===== src/lsrc_pkg.sv =====
package lsrc_pkg;

  // unified memory depth in words; a power of two, indexes are the low address bits
  localparam int unsigned MEM_WORDS = 1024;
  localparam int unsigned MEM_AW    = $clog2(MEM_WORDS);

  localparam int unsigned XLEN   = 32;
  localparam int unsigned PC_W   = 12;
  localparam int unsigned NREGS  = 32;
  localparam int unsigned RIDX_W = $clog2(NREGS);

  localparam logic [5:0] OPC_ADD  = 6'h00;
  localparam logic [5:0] OPC_ADDI = 6'h01;
  localparam logic [5:0] OPC_SUB  = 6'h02;
  localparam logic [5:0] OPC_SUBI = 6'h03;
  localparam logic [5:0] OPC_MUL  = 6'h04;
  localparam logic [5:0] OPC_MULI = 6'h05;
  localparam logic [5:0] OPC_OR   = 6'h06;
  localparam logic [5:0] OPC_ORI  = 6'h07;
  localparam logic [5:0] OPC_AND  = 6'h08;
  localparam logic [5:0] OPC_ANDI = 6'h09;
  localparam logic [5:0] OPC_XOR  = 6'h0A;
  localparam logic [5:0] OPC_XORI = 6'h0B;
  localparam logic [5:0] OPC_LDW  = 6'h0C;
  localparam logic [5:0] OPC_STW  = 6'h0D;
  localparam logic [5:0] OPC_BZ   = 6'h0E;
  localparam logic [5:0] OPC_BEQ  = 6'h0F;
  localparam logic [5:0] OPC_JR   = 6'h10;
  localparam logic [5:0] OPC_HALT = 6'h11;

  typedef enum logic [2:0] {
    KIND_NONE  = 3'd0,
    KIND_ARITH = 3'd1,
    KIND_LOGIC = 3'd2,
    KIND_MEM   = 3'd3,
    KIND_CTRL  = 3'd4
  } kind_e;

  typedef struct packed {
    logic              clr_we;
    logic [MEM_AW-1:0] clr_addr;
    logic              accept;
    logic              fetch;
    logic              exec;
    logic              wb_load;
  } ctl_cmd_t;

  typedef struct packed {
    logic fetch_go;
  } dp_sts_t;

  function automatic logic [MEM_AW-1:0] mem_idx(input logic [XLEN-1:0] w);
    return w[MEM_AW-1:0];
  endfunction

endpackage


===== src/lsrc_ctrl.sv =====
module lsrc_ctrl (
  input  logic               clk_i,
  input  logic               rst_ni,
  input  logic               in_valid_i,
  output logic               in_ready_o,
  output logic               out_valid_o,
  input  logic               out_ready_i,
  input  lsrc_pkg::dp_sts_t  sts_i,
  output lsrc_pkg::ctl_cmd_t cmd_o
);

  localparam logic [2:0] ST_CLEAR = 3'd0;
  localparam logic [2:0] ST_IDLE  = 3'd1;
  localparam logic [2:0] ST_FETCH = 3'd2;
  localparam logic [2:0] ST_EXEC  = 3'd3;
  localparam logic [2:0] ST_WB    = 3'd4;

  localparam logic [lsrc_pkg::MEM_AW-1:0] CLR_LAST =
    lsrc_pkg::MEM_AW'(lsrc_pkg::MEM_WORDS - 1);

  logic [2:0]                  state_q, state_d;
  logic [lsrc_pkg::MEM_AW-1:0] clr_cnt_q, clr_cnt_d;
  logic                        out_valid_q, out_valid_d;
  logic                        wb_go;

  // writeback may only proceed when the output register is free or being drained
  assign wb_go = (state_q == ST_WB) && (!out_valid_q || out_ready_i);

  always_comb begin
    state_d   = state_q;
    clr_cnt_d = clr_cnt_q;
    case (state_q)
      ST_CLEAR: begin
        clr_cnt_d = clr_cnt_q + lsrc_pkg::MEM_AW'(1);
        if (clr_cnt_q == CLR_LAST) begin
          state_d = ST_IDLE;
        end
      end
      ST_IDLE: begin
        if (in_valid_i) begin
          state_d = sts_i.fetch_go ? ST_FETCH : ST_WB;
        end
      end
      ST_FETCH: state_d = ST_EXEC;
      ST_EXEC:  state_d = ST_WB;
      ST_WB: begin
        if (wb_go) begin
          state_d = ST_IDLE;
        end
      end
      default: state_d = ST_IDLE;
    endcase
  end

  always_comb begin
    if (wb_go) begin
      out_valid_d = 1'b1;
    end else if (out_ready_i) begin
      out_valid_d = 1'b0;
    end else begin
      out_valid_d = out_valid_q;
    end
  end

  always_ff @(posedge clk_i or negedge rst_ni) begin
    if (!rst_ni) begin
      state_q     <= ST_CLEAR;
      clr_cnt_q   <= '0;
      out_valid_q <= 1'b0;
    end else begin
      state_q     <= state_d;
      clr_cnt_q   <= clr_cnt_d;
      out_valid_q <= out_valid_d;
    end
  end

  assign in_ready_o  = (state_q == ST_IDLE);
  assign out_valid_o = out_valid_q;

  always_comb begin
    cmd_o.clr_we   = (state_q == ST_CLEAR);
    cmd_o.clr_addr = clr_cnt_q;
    cmd_o.accept   = (state_q == ST_IDLE) && in_valid_i;
    cmd_o.fetch    = (state_q == ST_FETCH);
    cmd_o.exec     = (state_q == ST_EXEC);
    cmd_o.wb_load  = wb_go;
  end

`ifndef ASSERT_OFF
  a_short_path: assert property (@(posedge clk_i) disable iff (!rst_ni)
    (state_q == ST_IDLE && in_valid_i && !sts_i.fetch_go) |=> (state_q == ST_WB))
    else $error("preload or halted item did not go straight to writeback");

  a_fetch_exec: assert property (@(posedge clk_i) disable iff (!rst_ni)
    (state_q == ST_FETCH) |=> (state_q == ST_EXEC))
    else $error("fetch not followed by execute");

  a_wb_result: assert property (@(posedge clk_i) disable iff (!rst_ni)
    (state_q == ST_WB && (!out_valid_q || out_ready_i))
      |=> (state_q == ST_IDLE && out_valid_q))
    else $error("writeback did not post a result word");

  a_no_accept_busy: assert property (@(posedge clk_i) disable iff (!rst_ni)
    (state_q == ST_CLEAR) |-> !cmd_o.accept)
    else $error("item accepted during memory clear");
`endif

endmodule


===== config.mk =====
export PLATFORM = sky130hd
export DESIGN_NAME = lsrc_ctrl
export DESIGN_NICKNAME = d
export VERILOG_FILES = /design/src/lsrc_pkg.sv /design/src/lsrc_ctrl.sv
export SDC_FILE = /design/constraint.sdc
export NUM_CORES = 1
export LEC_CHECK = 0
export ABC_CLOCK_PERIOD_IN_PS = 1800
export BUFFER_PORTS_ARGS = -buffer_cell sky130_fd_sc_hd__buf_4
export CAP_MARGIN = 20
export CORE_MARGIN = 2
export CORE_UTILIZATION = 48
export DETAILED_ROUTE_END_ITERATION = 7
export PLACE_DENSITY = 0.79
export SYNTH_ARGS = -nofsm -noshare
export SYNTH_HDL_FRONTEND = slang
export SYNTH_SLANG_ARGS = --single-unit

===== constraint.sdc =====
create_clock -name clk_i -period 1.8 [get_ports clk_i]
set_clock_uncertainty 0.2 [all_clocks]
set_input_delay 0.36 -clock clk_i [delete_from_list [all_inputs] [get_ports clk_i]]
set_output_delay 0.36 -clock clk_i [all_outputs]
set_load 0.005 [all_outputs]

==> impl_metrics.ini, run 1 <==
[routing]
via_per_inst = 5.32
wl_per_cell_um = 14.1
wl_met2_um = 830
wl_met3_um = 81
ant_nets = 0
first_pass_iters = 6
drc_errors = 0
highest_layer = met4
wl_met1_um = 676
drt-initial-drc-count = 8
vias = 607
routed_wl_mm = 1.61

[timing]
slew_headroom_pct = 78.9
tightest_slew_ps = 316
rsz0062_at_grt = yes
setup_violations = 2
hold_violations = 0
fin_crit_sh_pct = 102
timing.final.ws_setup_ps = -40.1
drv_slew = 0
fin_crit_ps = 1840
fmax_mhz = 543
holdWs_ps = 163

[critical_path]
required_ps = 1240
r2r-start = state_q[0]
r2r-end = clr_cnt_q[5]
start_kind = flop
reg2regPathDepth = 4
cp-end-kind = output pin
path_max_fanout = 3
critPathArrivalTime_ps = 1280
worstSetupPathType = flop to output pin
r2r_setup_slack_ps = 40

[synthesis]
ys_types = 20
synth_fp_nets = 74
ys_warn_count = 0
synthTopCellsByArea = dfrtp_1 50%, xor2_1 6.3%, nor4_4 6.1%, xnor2_1 5.0%, nand2_1 4.3%
ys_ff_latch = 14
synth.avg_cell_area_um2 = 10.2
ys_seq_area_share_pct = 50.3
synth_top_area_share_pct = 50.3
synth_area_leader_cell = dfrtp_1
synth_area_um2 = 697
postSynthCellCount = 68

[floorplan]
fp.dieW_um = 42.1
floorplan.io_pins = 22
fp.dieH_um = 42.1
initial_core_util_pct = 52.3
row_count = 13
die_area_mm2 = 0.00177
coreArea_mm2 = 0.00133

[power_and_ir_drop]
p_per_area_mw_per_mm2 = 1710
p_seq_share_pct = 32.7
swShare_pct = 38.2
internal_power_w = 0.00106
power_frac_comb_pct = 53.9
p_leak_nw = 0.513
pwr-share-clk_pct = 13.5
ir_worst_vdd_mv = 0.956
power.switching_w = 0.000656

[worst_hold_path]
min-delay-path-class = input pin to flop
min_from = out_ready_i
hold_path_end = out_valid_o
whs_path_depth = 3

[cells_and_area]
area_growth_pct = 44.3
nNetsFinal = 106
utilization_pct = 75.4
diodes = 0
fillers = 93
design_area_mm2 = 0.00101
layoutNonFillerInstCount = 114
final_layout_size_suffix_gt1_share_pct = 43.4

[status]
outcome = finished, violations left
violations = setup timing

[global_routing]
overflow = 0
grt_usage_pct = 19.3
antenna_found_initial = 0
grt_pass1_wl_mm = 2.56
grt_max_degree = 15
grt_pass1_vias = 538

[clock_network]
insertion_delay_ps = 290
cts_tree = yes
cts_made_buffers = 3
cts_max_level = 1
clkTransAtPathRegs_ps = 90
cts-root-buf = clkbuf_4
clock_path_buffers = 2
cts_sinks = 14

[job]
maxCapViolations = 0

[placed_design]
place_area_um2 = 877
hpwlAfterDp_mm = 1.06
numPlacedInstances = 105
finalWeightedCongestion = 0.756
port_buffers = 21
==> flip-flops by register name, summed over array words and instances (netlist names) <==
name	count
clr_cnt_q	10
out_valid_o	1
state_q	3
==> power groups by stage <==
stage | sequential [W] | combinational [W] | clock [W]
after floorplan | 0.000559 | 0.000382 | 0
after global placement | 0.000552 | 0.000678 | 0
after detailed placement | 0.000558 | 0.000694 | 0
after CTS | 0.000552 | 0.000855 | 0.000231
after global routing | 0.000580 | 0.000996 | 0.000250
final | 0.000561 | 0.000925 | 0.000231
==> kinds of logic after synthesis <==
family                     after synthesis  synth area share (%)
buffers and inverters                    6                  4.85
adders and majority gates                1                  1.80
and+or+nand+nor                         34                  28.0
xor gates and xnor gates                 9                  11.3
AOI/OAI and AO/OA                        4                  3.77
DFF                                     14                  50.3
==> Yosys cell counts <==
library cell  count
o221a_2           1
o21ai_0           1
nand3_1           4
dfrtp_1          14
xnor2_1           4
buf_6             1
ha_1              1
nor2_1            7
nor2b_1           1
inv_1             4
nor3_1            4
nand4_1           3
buf_4             1
xor2_1            5
nand2_1           8
or3_1             1
nor4_4            2
a21oi_1           2
nand2b_1          3
and2_1            1
==> routing by layer <==
metal / vias to the layer above / GRT usage (%)
met1: 295 / 26.8
met5: - / 0
met2: 16 / 28.7
met4: 0 / 7.50
li1: 291 / -
met3: 5 / 5.17
==> placed cells by master, fill, tap and decap left out <==
cell type and n:
inv_1 3, nor2_2 1, nor2_4 2, nand2b_4 2, nor2b_1 1, o21ai_0 1, dfrtp_1 13, nor3_1 4
inv_4 1, dfrtp_2 1, nand4_1 3, buf_4 25, o221a_2 1, dlygate4sd3_1 1, nor4_4 2, xor2_1 5
xnor2_1 4, nor2_1 4, nand2_1 8, or3_4 1, buf_6 3, clkbuf_8 1, nand2b_1 1, ha_1 1
and2_1 1, clkbuf_4 3, nand3_1 4, a21oi_1 2
==> metrics by stage <==
step	power (W)	setup TNS (ps)	worst slack, ps
global placement	0.00123	0	148
detailed placement	0.00125	0	123
global route	0.00183	-221	-78.5
CTS	0.00164	-92.0	-36.6
floorplan	0.000940	0	185
finish	0.00172	-70.7	-40.1
==> worst max-delay path by stage <==
stage	slack [ps]	endpoint	from
CTS	-40	cmd_o[14]	state_q[0]
detailed placement	120	clr_cnt_q[5]	state_q[2]
floorplan	190	clr_cnt_q[9]	state_q[2]
global placement	150	clr_cnt_q[8]	state_q[0]
finish	-40	cmd_o[14]	state_q[0]
global route	-80	cmd_o[3]	state_q[2]
==> repair_timing <==
item,CTS,global route
hold buffers,1,0
hold endpoints to repair,14,0
buffers inserted,4,0
setup endpoints to repair,5,5
pin swaps,3,6
gates cloned,0,0
gates resized for setup,8,6
==> worst max-delay path, cell delays in order, from the launching register on <==
cell	delay, ps
dfrtp_2	440
or3_4	400
inv_4	70
buf_6	90
==> area by class of cell <==
cell class | instances | area (um2) | share of cell area [%]
Clock buffer | 4 | 36.3 | 3.61
Multi-Input combinational cell | 48 | 350 | 34.8
Inverter | 4 | 17.5 | 1.74
Sequential cell | 14 | 352 | 35.0
Timing Repair Buffer | 29 | 231 | 23.0
Tap cell | 15 | 18.8 | 1.87
Note: power is estimated with default switching activity, not from simulation.
==> run 2, diff against run 1 <==
- ABC_AREA: default -> 1
- CORE_UTILIZATION: 48 -> 49
==> impl_metrics.ini, run 2 <==
[synthesis]
synth-compound-area-share_pct = 1.32
synth_area_um2 = 758
synth_edf_count = 0
ys_warn_count = 0
ys_dominant_reg_cell = dfrtp_1
async_reset_ff_share_pct = 100
synth_top_family_by_area = simple AND/OR/NAND/NOR gates
synth_fa_ha_area_share_pct = 1.65
synth_top_area_share_pct = 46.2
synth-simple-area-share_pct = 33.3
synthTopCellsByArea = dfrtp_1 46%, nand2_1 12%, inv_1 5.9%, xnor2_1 5.8%, nor2_1 4.5%
synth_area_leader_cell = dfrtp_1
ys_types = 20
synth_fp_nets = 97
synthMuxAreaShare_pct = 0
netlist_top_cells_count = 24 x nand2_1, 14 x dfrtp_1, 12 x inv_1
synth-xor-area-share_pct = 9.24
postSynthCellCount = 91
ys_ff_latch = 14
ys_seq_area_share_pct = 46.2
synth.avg_cell_area_um2 = 8.33
synth.most_common_cell = nand2_1

[power_and_ir_drop]
power.switching_w = 0.000646
internal_power_w = 0.000874
p_leak_nw = 0.506
swShare_pct = 42.5
p_per_area_mw_per_mm2 = 1560
p_seq_share_pct = 36.9
ir_worst_vdd_mv = 0.862
pwr-share-clk_pct = 11.4
power_frac_comb_pct = 51.6

[critical_path]
path_max_fanout = 3
worstSetupPathType = flop to output pin
r2r_setup_slack_ps = 310
critPathArrivalTime_ps = 1190
required_ps = 1240
start_kind = flop
cp-end-kind = output pin

[timing]
fmax_mhz = 572
drv_slew = 0
rsz0062_at_grt = no
fin_crit_sh_pct = 97.1
fin_crit_ps = 1750
slew_headroom_pct = 84.3
hold_violations = 0
tightest_slew_ps = 234
setup_violations = 0
tns_ps = 0

[global_routing]
grt_pass1_vias = 548
grt_usage_pct = 16.7
grt_pass1_wl_mm = 2.30
grt_max_degree = 15
overflow = 0
antenna_found_initial = 0

[cells_and_area]
utilization_pct = 66.2
largest_reg_flops = 10
final_layout_size_suffix_gt1_share_pct = 33.6
layout_commonest_cell = nand2_1
top_register = clr_cnt_q
area_growth_pct = 28.5
layout_common_cells = 23 x nand2_1, 22 x buf_4, 13 x dfrtp_1
diodes = 0
design_area_um2 = 975
nNetsFinal = 124

[clock_network]
insertion_delay_ps = 280
cts_tree = yes
cts-root-buf = clkbuf_4
cts_max_level = 1
cts_made_buffers = 3
clkTransAtPathRegs_ps = 80
cts_sinks = 14
clock_path_buffers = 2

[placed_design]
place_area_um2 = 928
hpwlAfterDp_mm = 1.07
finalWeightedCongestion = 0.871
port_buffers = 21

[status]
outcome = complete, no violations

[job]
maxCapViolations = 0

[floorplan]
initial_core_util_pct = 51.5
fp.dieW_um = 43.3
floorplan.io_pins = 22
die_area_mm2 = 0.00188
coreArea_mm2 = 0.00147
row_count = 14
fp.dieH_um = 43.3

[routing]
wl_per_cell_um = 11.1
routed_wl_mm = 1.46
via_per_inst = 4.73
ant_nets = 0
drt-initial-drc-count = 12
drc_errors = 0
vias = 625
first_pass_iters = 4

[worst_hold_path]
min-delay-path-class = input pin to flop
[run 2: cell types whose count changed in the layout (fill, tap and decap cells not counted), sizes merged, moves of 2 or more]
cell and delta:
xor2 -2, nor2 +7, inv +10, nor4 -2, nor3 -3, nand2 +17
buf -6, nand2b -3, nand3 +3
[run 2: timing repair]
item / 4_1_cts / 5_1_grt
hold endpoints to repair: 14 / 0
buffers inserted: 0 / 1
resized for setup: 0 / 4
setup endpoints to repair: 0 / 3
hold buffers: 1 / 0
[run 2: layout make-up]
type / count / area [um2]
fillers: 123 / 497
flip-flops and latches: 14 / 352
multi-input cells: 62 / 350
repair buffers: 23 / 175
inverters: 14 / 55.1
clock buffers: 3 / 22.5
well taps: 16 / 20.0
[run 2: stage by stage]
stage,power [W],setup WS (ps),hold slack [ps],std cells
after floorplan,0.00101,367,-136,91
after global placement,0.00129,247,13.1,127
after detailed placement,0.00132,240,17.4,127
after CTS,0.00150,47.3,158,131
after global routing,0.00165,6.46,163,132
final,0.00152,51.5,149,132
[run 2: worst paths after layout]
path | startpoint | endpoint | cells after the start
hold / removal | out_ready_i | out_valid_o | 3
setup / recovery | state_q[2] | cmd_o[3] | 4
max in group asynchronous | rst_ni | state_q[0] | 2
setup reg to reg | clr_cnt_q[0] | state_q[1] | 7
hold reg to reg | clr_cnt_q[5] | clr_cnt_q[5] | 1
min in group asynchronous | rst_ni | clr_cnt_q[8] | 2
[run 2: power by group through the flow]
stage	Combinational (W)	Clock [W]	Sequential (W)
2_1_floorplan	0.000458	0	0.000553
6_report	0.000785	0.000174	0.000561
4_1_cts	0.000761	0.000179	0.000558
5_1_grt	0.000876	0.000192	0.000579
3_3_place_gp	0.000733	0	0.000560
3_5_place_dp	0.000757	0	0.000564
[run 2: kinds of logic (layout without fill, tap and decap cells)]
group	count (synthesis)	after routing
xor gates and xnor gates	8	8
and+or+nand+nor	51	51
buffers and inverters	15	40
DFF	14	14
adders and majority gates	1	1
AOI/OAI and AO/OA	2	2
[run 2: worst max-delay path, stage by stage, from the launching register on]
cell	delay, ps
dfrtp_1	430
inv_2	120
nand3_2	90
nor2_1	140
buf_4	140
[run 2: routing by layer]
layer / share of wire (%) / up-vias / GRT usage [%]
met5: 0 / - / 0
met4: 0.68 / 0 / 7.27
met3: 4.4 / 2 / 3.75
met2: 48 / 16 / 26.0
met1: 46 / 280 / 22.4
li1: - / 327 / -
==> run 3, diff against run 2 <==
- ABC_CLOCK_PERIOD_IN_PS: 1800 -> 2000
- clock period: 1.8 -> 2 ns (I/O delays scaled with it)
==> impl_metrics.ini, run 3 (synthesis gave the netlist of run 2 again) <==
[floorplan]
coreArea_mm2 = 0.00147
fp.dieH_um = 43.3
initial_core_util_pct = 51.5
fp.dieW_um = 43.3
die_area_mm2 = 0.00188
floorplan.io_pins = 22
row_count = 14

[routing]
first_pass_iters = 3
via_per_inst = 4.66
wl_per_cell_um = 10.6
routed_wl_mm = 1.40
ant_nets = 0
drc_errors = 0
drt-initial-drc-count = 6
vias = 615

[cells_and_area]
utilization_pct = 66.2
final_layout_size_suffix_gt1_share_pct = 31.0
design_area_um2 = 975
top_register = clr_cnt_q
nNetsFinal = 123
fillers = 128
layout_commonest_cell = nand2_1
largest_reg_flops = 10
layout_common_cells = 24 x nand2_1, 21 x buf_4, 14 x dfrtp_1
layoutNonFillerInstCount = 132
area_growth_pct = 28.5
diodes = 0

[placed_design]
place_area_um2 = 928
finalWeightedCongestion = 0.882
port_buffers = 21
hpwlAfterDp_mm = 1.07
numPlacedInstances = 127

[clock_network]
cts_made_buffers = 3
clkTransAtPathRegs_ps = 80
insertion_delay_ps = 270
cts-root-buf = clkbuf_4
cts_sinks = 14
post_cts_buffers = 0
cts_tree = yes
ctsResizeCount = 0
clock_path_buffers = 2
cts_max_level = 1

[job]
maxCapViolations = 0

[timing]
setup_violations = 0
fin_crit_sh_pct = 89.0
holdWs_ps = 199
drv_slew = 0
tightest_slew_ps = 233
fmax_mhz = 561
hold_violations = 0
rsz0062_at_grt = no
fin_crit_ps = 1780
slew_headroom_pct = 84.3
tns_ps = 0

[worst_hold_path]
min-delay-path-class = input pin to flop

[critical_path]
cp-end-kind = output pin
start_kind = flop
critPathArrivalTime_ps = 1180
path_max_fanout = 4
required_ps = 1400
worstSetupPathType = flop to output pin

[global_routing]
grt_max_degree = 15
grt_pass1_wl_mm = 2.30
grt_pass1_vias = 540
antenna_found_initial = 0
grt_usage_pct = 16.9
overflow = 0

[power_and_ir_drop]
p_per_area_mw_per_mm2 = 1410
ir_worst_vdd_mv = 0.841
p_leak_nw = 0.507

[status]
outcome = complete, no violations
## run 3: final timing paths
path                                endpoint  slack (ps)    startpoint  cells after the start
worst max-delay path                cmd_o[0]         220    state_q[0]                      4
worst min-delay path             out_valid_o         200   out_ready_i                      3
worst max register to register    state_q[1]         530  clr_cnt_q[0]                      7
worst min register to register  clr_cnt_q[3]         320  clr_cnt_q[3]                      1
max in group asynchronous         state_q[0]        1110        rst_ni                      2
min in group asynchronous       clr_cnt_q[2]         330        rst_ni                      2
## run 3: timing repair
item | 4_1_cts | 5_1_grt
endpoints found under the hold margin | 14 | 0
setup endpoints to repair | 0 | 0
hold buffers | 1 | 0
## run 3: critical path, stage by stage, from the launching register on
cell     delay (ps)
dfrtp_1         440
nor2_4          140
nand2_1         110
nor2_1          110
buf_4           110
## run 3: report_power, final
| part | switching, W | internal, W | leakage [nW] |
|---|---|---|---|
| clock network | 0.0000851 | 0.000111 | 0.0210 |
| registers | 0.000122 | 0.000383 | 0.182 |
| logic | 0.000356 | 0.000314 | 0.304 |
| total | 0.000563 | 0.000808 | 0.507 |
## run 3: layer usage
| metal | wire, um | up-vias | GRT usage, % |
|---|---|---|---|
| li1 | - | 329 | - |
| met1 | 672 | 271 | 20.3 |
| met3 | 72 | 2 | 7.50 |
| met2 | 637 | 13 | 27.2 |
| met4 | 14 | 0 | 5.45 |
| met5 | 0 | - | 0 |
## run 3: stage by stage
stage	setup WS [ps]	power [W]
after detailed placement	363	0.00119
after global placement	367	0.00116
after CTS	196	0.00139
final	219	0.00137
after global routing	86.8	0.00150
after floorplan	487	0.000910
## run 3: area by class of cell
type,count,area [um2],area share (%)
Multi-Input combinational cell,62,345,35.4
Inverter,14,55.1,5.65
Timing Repair Buffer,22,168,17.2
Tap cell,16,20.0,2.05
Sequential cell,14,350,35.9
Clock buffer,4,36.3,3.72
